`src/hw/rtl/clp_pkg.sv`:
```
`default_nettype none

package clp_pkg;

    // Screen size in pixels.
    localparam int SCREEN_W = 64;
    localparam int SCREEN_H = 64;

    // Widths of the shared divider.
    localparam int DVW     = 32;
    localparam int DSW     = 16;
    localparam int DIV_CNTW = $clog2(DVW + 1);

    // Status and results that the divider hands back to the sequencer.
    typedef struct packed {
        logic           busy;
        logic           done;
        logic [DVW-1:0] quo;
        logic [DSW-1:0] rem;
    } t_div_res;

endpackage

`default_nettype wire

```
`src/hw/rtl/clipped_line_plotter.sv`:
```
`default_nettype none

// Line plotter with clipping to a SCREEN_W by SCREEN_H screen.
// The input channel (i_valid / o_ready) takes one transaction per segment:
// two signed endpoints and a pen color. The output channel (o_valid /
// i_ready) gives one transaction per on-screen pixel, with o_run_end high on
// the last pixel of the segment. A segment that is wholly off screen gives no
// output transaction at all. A vertical segment gives its two endpoints only.
// A sloped segment is set up in order: the differences are taken, the divider
// is started while the offset product is formed, and two passes of the shared
// bit-serial divider give the slope and the starting offset. It then walks one
// screen column per cycle while the output does not stall, and flushes.
// A vertical segment goes through its two endpoint steps and the flush.
// One segment is worked on at a time; o_ready is high only between segments.
// A pixel waits in a pending register so that the last one can be marked;
// when the receiver stalls, the walk holds until the output register frees.
// A new segment may be accepted while the final pixel still waits for i_ready.
// Reset (synchronous, active low) returns the sequencer to idle and drops any
// pending or unsent pixel.
module clipped_line_plotter (
    input  wire logic        i_clk,
    input  wire logic        i_rst_n,
    input  wire logic        i_valid,
    output logic             o_ready,
    input  wire logic [15:0] i_start_x,
    input  wire logic [15:0] i_start_y,
    input  wire logic [15:0] i_end_x,
    input  wire logic [15:0] i_end_y,
    input  wire logic [15:0] i_pen_color,
    output logic             o_valid,
    input  wire logic        i_ready,
    output logic [5:0]       o_pixel_x,
    output logic [5:0]       o_pixel_y,
    output logic [15:0]      o_pixel_color,
    output logic             o_run_end
);

    localparam logic [3:0] ST_IDLE  = 4'd0;
    localparam logic [3:0] ST_SETUP = 4'd1;
    localparam logic [3:0] ST_MUL   = 4'd2;
    localparam logic [3:0] ST_DIV1  = 4'd3;
    localparam logic [3:0] ST_DIV2  = 4'd4;
    localparam logic [3:0] ST_WALK  = 4'd5;
    localparam logic [3:0] ST_PT1   = 4'd6;
    localparam logic [3:0] ST_PT2   = 4'd7;
    localparam logic [3:0] ST_FLUSH = 4'd8;

    localparam logic signed [16:0] XMAX = 17'(clp_pkg::SCREEN_W - 1);
    localparam logic signed [18:0] YMAX = 19'(clp_pkg::SCREEN_H - 1);

    logic [3:0]          r_state, n_state;

    logic signed [16:0]  r_x1, r_y1, r_x2, r_y2;
    logic [15:0]         r_color;
    logic [15:0]         r_dx, r_dym, r_off;
    logic                r_neg;
    logic [5:0]          r_x, r_hi;
    logic [31:0]         r_prod;
    logic signed [17:0]  r_q, r_qd;
    logic [15:0]         r_r, r_rd;

    logic                r_pend_v;
    logic [5:0]          r_pend_x, r_pend_y;

    logic                r_ovalid;
    logic [5:0]          r_opx, r_opy;
    logic [15:0]         r_ocolor;
    logic                r_olast;

    logic                in_acc;
    logic signed [16:0]  sx1, sy1, sx2, sy2;
    logic                swap;
    logic signed [16:0]  dx17, dy17;
    logic                empty;

    logic                div_start;
    logic [31:0]         div_dividend;
    clp_pkg::t_div_res   div_res;

    logic signed [17:0]  conv_q;
    logic [15:0]         conv_r;

    logic signed [16:0]  cand_x;
    logic signed [18:0]  cand_y;
    logic                cand_state, vis, out_free, step_ok;
    logic                push_pend, push_last;
    logic [16:0]         rsum;
    logic                carry;

    assign in_acc  = i_valid && o_ready;
    assign o_ready = (r_state == ST_IDLE);

    // Sign-extend the endpoints and order them so that x rises.
    always_comb begin
        sx1  = {i_start_x[15], i_start_x};
        sy1  = {i_start_y[15], i_start_y};
        sx2  = {i_end_x[15], i_end_x};
        sy2  = {i_end_y[15], i_end_y};
        swap = sx1 > sx2;
        dx17 = r_x2 - r_x1;
        dy17 = r_y2 - r_y1;
        empty = (r_x2 < 17'sd0) || (r_x1 > XMAX);
    end

    // Turn the divider's magnitude result into a floor quotient and a
    // remainder in the range 0 to dx - 1.
    always_comb begin
        if (!r_neg) begin
            conv_q = $signed(div_res.quo[17:0]);
            conv_r = div_res.rem;
        end else if (div_res.rem == '0) begin
            conv_q = -$signed(div_res.quo[17:0]);
            conv_r = '0;
        end else begin
            conv_q = ~$signed(div_res.quo[17:0]);
            conv_r = r_dx - div_res.rem;
        end
    end

    // The shared divider serves the slope first and then the start offset.
    always_comb begin
        div_start    = 1'b0;
        div_dividend = r_prod;
        if (r_state == ST_MUL) begin
            div_start    = 1'b1;
            div_dividend = {16'd0, r_dym};
        end else if (r_state == ST_DIV1 && div_res.done) begin
            div_start = 1'b1;
        end
    end

    clp_div u_div (
        .i_clk      (i_clk),
        .i_rst_n    (i_rst_n),
        .i_start    (div_start),
        .i_dividend (div_dividend),
        .i_divisor  (r_dx),
        .o_res      (div_res)
    );

    // Candidate pixel of the current step and its screen test. The floor
    // quotient is bumped by one to truncate toward zero for a falling line.
    always_comb begin
        cand_state = 1'b0;
        cand_x     = r_x1;
        cand_y     = {{2{r_y1[16]}}, r_y1};
        unique case (r_state)
            ST_WALK: begin
                cand_state = 1'b1;
                cand_x     = {11'd0, r_x};
                cand_y     = {{2{r_y1[16]}}, r_y1} + {r_q[17], r_q}
                             + 19'((r_neg && r_r != '0) ? 1 : 0);
            end
            ST_PT1: begin
                cand_state = 1'b1;
            end
            ST_PT2: begin
                cand_state = 1'b1;
                cand_x     = r_x2;
                cand_y     = {{2{r_y2[16]}}, r_y2};
            end
            default: begin
                cand_state = 1'b0;
            end
        endcase
        vis = (cand_x >= 17'sd0) && (cand_x <= XMAX)
              && (cand_y >= 19'sd0) && (cand_y <= YMAX);
        out_free = !r_ovalid || i_ready;
        step_ok  = !vis || !r_pend_v || out_free;
        push_pend = (cand_state && step_ok && vis && r_pend_v)
                    || (r_state == ST_FLUSH && r_pend_v && out_free);
        push_last = (r_state == ST_FLUSH);
        rsum  = {1'b0, r_r} + {1'b0, r_rd};
        carry = rsum >= {1'b0, r_dx};
    end

    // Sequencer.
    always_comb begin
        n_state = r_state;
        unique case (r_state)
            ST_IDLE: begin
                if (in_acc) begin
                    n_state = (sx1 == sx2) ? ST_PT1 : ST_SETUP;
                end
            end
            ST_SETUP: begin
                n_state = empty ? ST_IDLE : ST_MUL;
            end
            ST_MUL: begin
                n_state = ST_DIV1;
            end
            ST_DIV1: begin
                if (div_res.done) begin
                    n_state = ST_DIV2;
                end
            end
            ST_DIV2: begin
                if (div_res.done) begin
                    n_state = ST_WALK;
                end
            end
            ST_WALK: begin
                if (step_ok && r_x == r_hi) begin
                    n_state = ST_FLUSH;
                end
            end
            ST_PT1: begin
                if (step_ok) begin
                    n_state = ST_PT2;
                end
            end
            ST_PT2: begin
                if (step_ok) begin
                    n_state = ST_FLUSH;
                end
            end
            ST_FLUSH: begin
                if (!r_pend_v || out_free) begin
                    n_state = ST_IDLE;
                end
            end
            default: begin
                n_state = ST_IDLE;
            end
        endcase
    end

    // Control registers.
    always_ff @(posedge i_clk) begin
        if (!i_rst_n) begin
            r_state  <= ST_IDLE;
            r_pend_v <= 1'b0;
            r_ovalid <= 1'b0;
        end else begin
            r_state <= n_state;
            if (cand_state && step_ok && vis) begin
                r_pend_v <= 1'b1;
            end else if (push_pend && push_last) begin
                r_pend_v <= 1'b0;
            end
            if (push_pend) begin
                r_ovalid <= 1'b1;
            end else if (i_ready) begin
                r_ovalid <= 1'b0;
            end
        end
    end

    // Segment setup and the column walk.
    always_ff @(posedge i_clk) begin
        if (in_acc) begin
            r_x1    <= swap ? sx2 : sx1;
            r_y1    <= swap ? sy2 : sy1;
            r_x2    <= swap ? sx1 : sx2;
            r_y2    <= swap ? sy1 : sy2;
            r_color <= i_pen_color;
        end
        if (r_state == ST_SETUP) begin
            r_dx  <= dx17[15:0];
            r_neg <= dy17[16];
            r_dym <= dy17[16] ? 16'(-dy17) : dy17[15:0];
            r_off <= (r_x1 < 17'sd0) ? 16'(-r_x1) : 16'd0;
            r_x   <= (r_x1 < 17'sd0) ? 6'd0 : r_x1[5:0];
            r_hi  <= (r_x2 > XMAX) ? XMAX[5:0] : r_x2[5:0];
        end
        if (r_state == ST_MUL) begin
            r_prod <= r_dym * r_off;
        end
        if (r_state == ST_DIV1 && div_res.done) begin
            r_qd <= conv_q;
            r_rd <= conv_r;
        end
        if (r_state == ST_DIV2 && div_res.done) begin
            r_q <= conv_q;
            r_r <= conv_r;
        end
        if (r_state == ST_WALK && step_ok && r_x != r_hi) begin
            r_x <= r_x + 1'b1;
            if (carry) begin
                r_r <= 16'(rsum - {1'b0, r_dx});
                r_q <= r_q + r_qd + 18'sd1;
            end else begin
                r_r <= rsum[15:0];
                r_q <= r_q + r_qd;
            end
        end
    end

    // Pending pixel and output register payload.
    always_ff @(posedge i_clk) begin
        if (cand_state && step_ok && vis) begin
            r_pend_x <= cand_x[5:0];
            r_pend_y <= cand_y[5:0];
        end
        if (push_pend) begin
            r_opx    <= r_pend_x;
            r_opy    <= r_pend_y;
            r_ocolor <= r_color;
            r_olast  <= push_last;
        end
    end

    assign o_valid       = r_ovalid;
    assign o_pixel_x     = r_opx;
    assign o_pixel_y     = r_opy;
    assign o_pixel_color = r_ocolor;
    assign o_run_end     = r_olast;

    // Nothing may be left pending when a new segment can be taken.
    assert property (@(posedge i_clk) disable iff (!i_rst_n)
        o_ready |-> !r_pend_v)
        else $error("pending pixel left over at idle");

    // The divider is only started when it is free.
    assert property (@(posedge i_clk) disable iff (!i_rst_n)
        div_start |-> !div_res.busy)
        else $error("divider started while busy");

    // The column walk never runs past its right end.
    assert property (@(posedge i_clk) disable iff (!i_rst_n)
        (r_state == ST_WALK) |-> (r_x <= r_hi))
        else $error("column walk passed its end");

    // No pixel is pushed out while the output still waits.
    assert property (@(posedge i_clk) disable iff (!i_rst_n)
        (r_ovalid && !i_ready) |-> !push_pend)
        else $error("output register overwritten while stalled");

endmodule

`default_nettype wire

```
`src/hw/rtl/clp_div.sv`:
```
`default_nettype none

// Restoring unsigned divider, one quotient bit per cycle.
module clp_div (
    input  wire logic                  i_clk,
    input  wire logic                  i_rst_n,
    input  wire logic                  i_start,
    input  wire logic [clp_pkg::DVW-1:0] i_dividend,
    input  wire logic [clp_pkg::DSW-1:0] i_divisor,
    output clp_pkg::t_div_res          o_res
);

    logic                          r_busy;
    logic                          r_done;
    logic [clp_pkg::DIV_CNTW-1:0]  r_cnt;
    logic [clp_pkg::DSW-1:0]       r_rem;
    logic [clp_pkg::DVW-1:0]       r_quo;
    logic [clp_pkg::DSW-1:0]       r_dsr;

    logic [clp_pkg::DSW:0]         shifted;
    logic                          fits;
    logic [clp_pkg::DSW:0]         diff;

    // One trial subtraction of the shifted partial remainder.
    always_comb begin
        shifted = {r_rem, r_quo[clp_pkg::DVW-1]};
        fits    = shifted >= {1'b0, r_dsr};
        diff    = shifted - {1'b0, r_dsr};
    end

    // Control: busy while bits remain, done pulses after the last bit.
    always_ff @(posedge i_clk) begin
        if (!i_rst_n) begin
            r_busy <= 1'b0;
            r_done <= 1'b0;
            r_cnt  <= '0;
        end else begin
            r_done <= 1'b0;
            if (i_start && !r_busy) begin
                r_busy <= 1'b1;
                r_cnt  <= clp_pkg::DIV_CNTW'(clp_pkg::DVW);
            end else if (r_busy) begin
                r_cnt <= r_cnt - 1'b1;
                if (r_cnt == clp_pkg::DIV_CNTW'(1)) begin
                    r_busy <= 1'b0;
                    r_done <= 1'b1;
                end
            end
        end
    end

    // Datapath: shift the dividend in and the quotient bits out.
    always_ff @(posedge i_clk) begin
        if (i_start && !r_busy) begin
            r_rem <= '0;
            r_quo <= i_dividend;
            r_dsr <= i_divisor;
        end else if (r_busy) begin
            r_rem <= fits ? diff[clp_pkg::DSW-1:0] : shifted[clp_pkg::DSW-1:0];
            r_quo <= {r_quo[clp_pkg::DVW-2:0], fits};
        end
    end

    assign o_res.busy = r_busy;
    assign o_res.done = r_done;
    assign o_res.quo  = r_quo;
    assign o_res.rem  = r_rem;

endmodule

`default_nettype wire
```
`config.mk`:
```
export PLATFORM = sky130hd
export DESIGN_NAME = clipped_line_plotter
export DESIGN_NICKNAME = d
export VERILOG_FILES = /design/src/hw/rtl/clp_pkg.sv /design/src/hw/rtl/clipped_line_plotter.sv /design/src/hw/rtl/clp_div.sv
export SDC_FILE = /design/constraint.sdc
export NUM_CORES = 1
export LEC_CHECK = 0
export CAP_MARGIN = 20
export CELL_PAD_IN_SITES_DETAIL_PLACEMENT = 2
export CELL_PAD_IN_SITES_GLOBAL_PLACEMENT = 2
export CORE_ASPECT_RATIO = 0.75
export CORE_UTILIZATION = 39
export CTS_CLUSTER_SIZE = 25
export DETAILED_ROUTE_END_ITERATION = 12
export DONT_BUFFER_PORTS = 1
export PLACE_DENSITY_LB_ADDON = 0.1
export SLEW_MARGIN = 20
export SYNTH_ARGS = -nofsm -noshare
export SYNTH_HDL_FRONTEND = slang
export SYNTH_HIERARCHICAL = 1
export SYNTH_SLANG_ARGS = --single-unit
```
`constraint.sdc`:
```
create_clock -name i_clk -period 6.52 [get_ports i_clk]
set_input_delay 0.652 -clock i_clk [delete_from_list [all_inputs] [get_ports i_clk]]
set_output_delay 0.652 -clock i_clk [all_outputs]
set_load 0.05 [all_outputs]
```
==> results.rst <==
.. list-table::
   :header-rows: 1

   * - Metric
     - Value
   * - Final HPWL from detailed placement
     - 83100 um
   * - Area enclosed by the die boundary
     - 0.0793 mm2
   * - Number of nets in the synthesized netlist
     - 3529
   * - Remaining design rule violation count
     - 0
   * - Via density per instance
     - 5.60
   * - Synth warn
     - 6
   * - Nets@finish
     - 3601
   * - Share of post-route cells with drive strength above 1
     - 0.127
   * - Latest clock arrival within the worst-skew pair
     - 0.59 ns
   * - Number of diodes added for antenna fixing
     - 0
   * - Total wire length after detailed routing
     - 104000 um
   * - Violation count after the first detailed-route iteration
     - 1341
   * - Longest Clk Path Bufs
     - 3
   * - Highest clock frequency the design can meet
     - 155 MHz
   * - Average instance area after synthesis
     - 10.2 um2
   * - Gr ovfl total
     - 0
   * - Critical path endpoint category
     - flop
   * - Number of levels in the clock H-tree
     - 2
   * - Cell Area, Placed
     - 0.0321 mm2
   * - Count of filler cells inserted in the layout
     - 8118
   * - Sinks on Clock Net
     - 360
   * - Boundary pin count
     - 115
   * - Total number of placement rows
     - 88
   * - Tcrit/Tclk final
     - 0.991
   * - Clock Tree Root
     - sky130_fd_sc_hd__clkbuf_16
   * - Vias
     - 23100
   * - Slew HR
     - 0.306
   * - Pins over their slew limit
     - 0
   * - Total core area
     - 0.0771 mm2
   * - Category of the critical setup timing path
     - reg -> reg
   * - Maximum number of pins on one net before global-route repair
     - 81
   * - Total negative slack for setup checks
     - 0 ns
   * - Final ANT Viol Nets
     - 0
   * - Effective utilization at floorplan
     - 0.395
   * - Setup repair after global routing missed its margin
     - true
   * - CTS clock-pin slew for the worst setup and hold paths
     - 0.07 ns
   * - Netlist area before placement
     - 0.0305 mm2
   * - Initial antenna violation count
     - 4
   * - DR WL/cell
     - 25.1 um
   * - Post-layout min period
     - 6.46 ns
   * - Hold Crit Class
     - in -> reg
   * - Number of maximum-capacitance violations
     - 0
   * - Commonest non-fill, non-tap cell in the layout
     - sky130_fd_sc_hd__inv_1
   * - Global placement routability congestion
     - 0.863
   * - Vias in the first global route
     - 25700
   * - Post-route cell area
     - 0.0339 mm2
   * - # setup viols final
     - 0
   * - Overall die height
     - 244 um
   * - CTS tree
     - done
   * - Worst slew pin tran
     - 1.01 ns
   * - Count of endpoints failing hold in the final timing report
     - 0
   * - Combined global-route utilization of all metal layers
     - 0.260
   * - Number of CTS-inserted buffers
     - 42
   * - Data required time at the worst endpoint
     - 6.84 ns
   * - Run status
     - completed
   * - Final clock skew
     - 0.0268 ns
   * - Count of input and output buffers
     - 0
   * - Wire length of the first global-routing pass
     - 158000 um
   * - Critical path fanouts, max
     - 5
   * - DIE WIDTH
     - 325 um
   * - Gate count of the mapped netlist
     - 2986
   * - Final standard cell utilization of the core
     - 0.440
   * - Growth of design area from synthesis to finish
     - 11.3%
   * - Count of TritonRoute iterations in the first routing pass
     - 5
   * - Most used cells in the layout excluding fill and tap cells
     - sky130_fd_sc_hd__inv_1 (348), sky130_fd_sc_hd__edfxtp_1 (330), sky130_fd_sc_hd__nand2_1 (278)
   * - Count of hold-fix buffers inserted at cts
     - 0
   * - Critical path startpoint category
     - flop
   * - Arrival time at the worst endpoint
     - 6.79 ns
## final cells by class
type / instances / area (um2) / area share
multi-input cells: 2168 / 18400 / 0.543
clock inverters: 21 / 215 / 0.00634
well taps: 1035 / 1290 / 0.0382
clock buffers: 55 / 1160 / 0.0343
inverters: 364 / 1370 / 0.0403
repair buffers: 122 / 966 / 0.0285
flip-flops and latches: 360 / 10500 / 0.310
## through the flow
step / hold WS, ns / cells / setup slack (ns)
3_5_place_dp: 0.408 / 4020 / -0.291
4_1_cts: 0.128 / 4102 / 0.00471
2_1_floorplan: 0.400 / 2986 / 0.00353
6_report: 0.152 / 4125 / 0.0571
5_1_grt: 0.134 / 4125 / -0.173
3_3_place_gp: 0.401 / 4020 / -0.0513
## worst paths after layout
path	from	end	slack, ns	depth (start not counted)
max	r_off[4]	r_prod[24]	0.06	25
min	i_pen_color[1]	r_color[1]	0.15	0
max reg2reg	r_off[4]	r_prod[24]	0.06	25
min reg2reg	r_pend_x[4]	o_pixel_x[4]	0.42	0
## critical path: stages, from the launching register on
cell                       delay, ns
sky130_fd_sc_hd__edfxtp_1       0.49
sky130_fd_sc_hd__buf_6          0.15
sky130_fd_sc_hd__nand2_4        0.05
sky130_fd_sc_hd__fa_1           0.52
sky130_fd_sc_hd__inv_2          0.05
sky130_fd_sc_hd__fa_1           0.50
sky130_fd_sc_hd__inv_1          0.06
sky130_fd_sc_hd__fa_1           0.50
sky130_fd_sc_hd__inv_2          0.04
sky130_fd_sc_hd__fa_1           0.52
sky130_fd_sc_hd__inv_2          0.05
sky130_fd_sc_hd__fa_1           0.50
sky130_fd_sc_hd__inv_2          0.04
sky130_fd_sc_hd__fa_2           0.56
sky130_fd_sc_hd__ha_4           0.22
sky130_fd_sc_hd__and3_4         0.16
sky130_fd_sc_hd__a221oi_2       0.29
sky130_fd_sc_hd__buf_4          0.16
sky130_fd_sc_hd__nor2b_4        0.15
sky130_fd_sc_hd__inv_2          0.04
sky130_fd_sc_hd__a211o_1        0.25
sky130_fd_sc_hd__a41oi_2        0.25
sky130_fd_sc_hd__a21boi_2       0.14
sky130_fd_sc_hd__a21oi_2        0.22
sky130_fd_sc_hd__o21bai_1       0.12
sky130_fd_sc_hd__xor2_1         0.16
## flip-flops by register name, summed over array words and instances (netlist names), 18 cells and up
| register | flops |
|---|---|
| r_prod | 32 |
| r_q | 18 |
| r_qd | 18 |
| u_div/r_quo | 32 |
## per-layer routing
metal / part of all wire / up-vias / global-route usage
met3: 0.055 / 142 / 0.0485
met5: 0 / - / 0
met2: 0.45 / 513 / 0.406
met1: 0.47 / 11900 / 0.366
li1: - / 10500 / -
met4: 0.027 / 0 / 0.0767
## timing repair
action | CTS | global route
setup buffers | 6 | 22
setup endpoints to repair | 10 | 11
endpoints found under the hold margin | 0 | 0
pin swaps | 5 | 51
gates resized for setup | 9 | 58
Power is left out: the tool's default activity adds up to more than one toggle a clock period on the data nets, which glitch-free logic cannot reach.
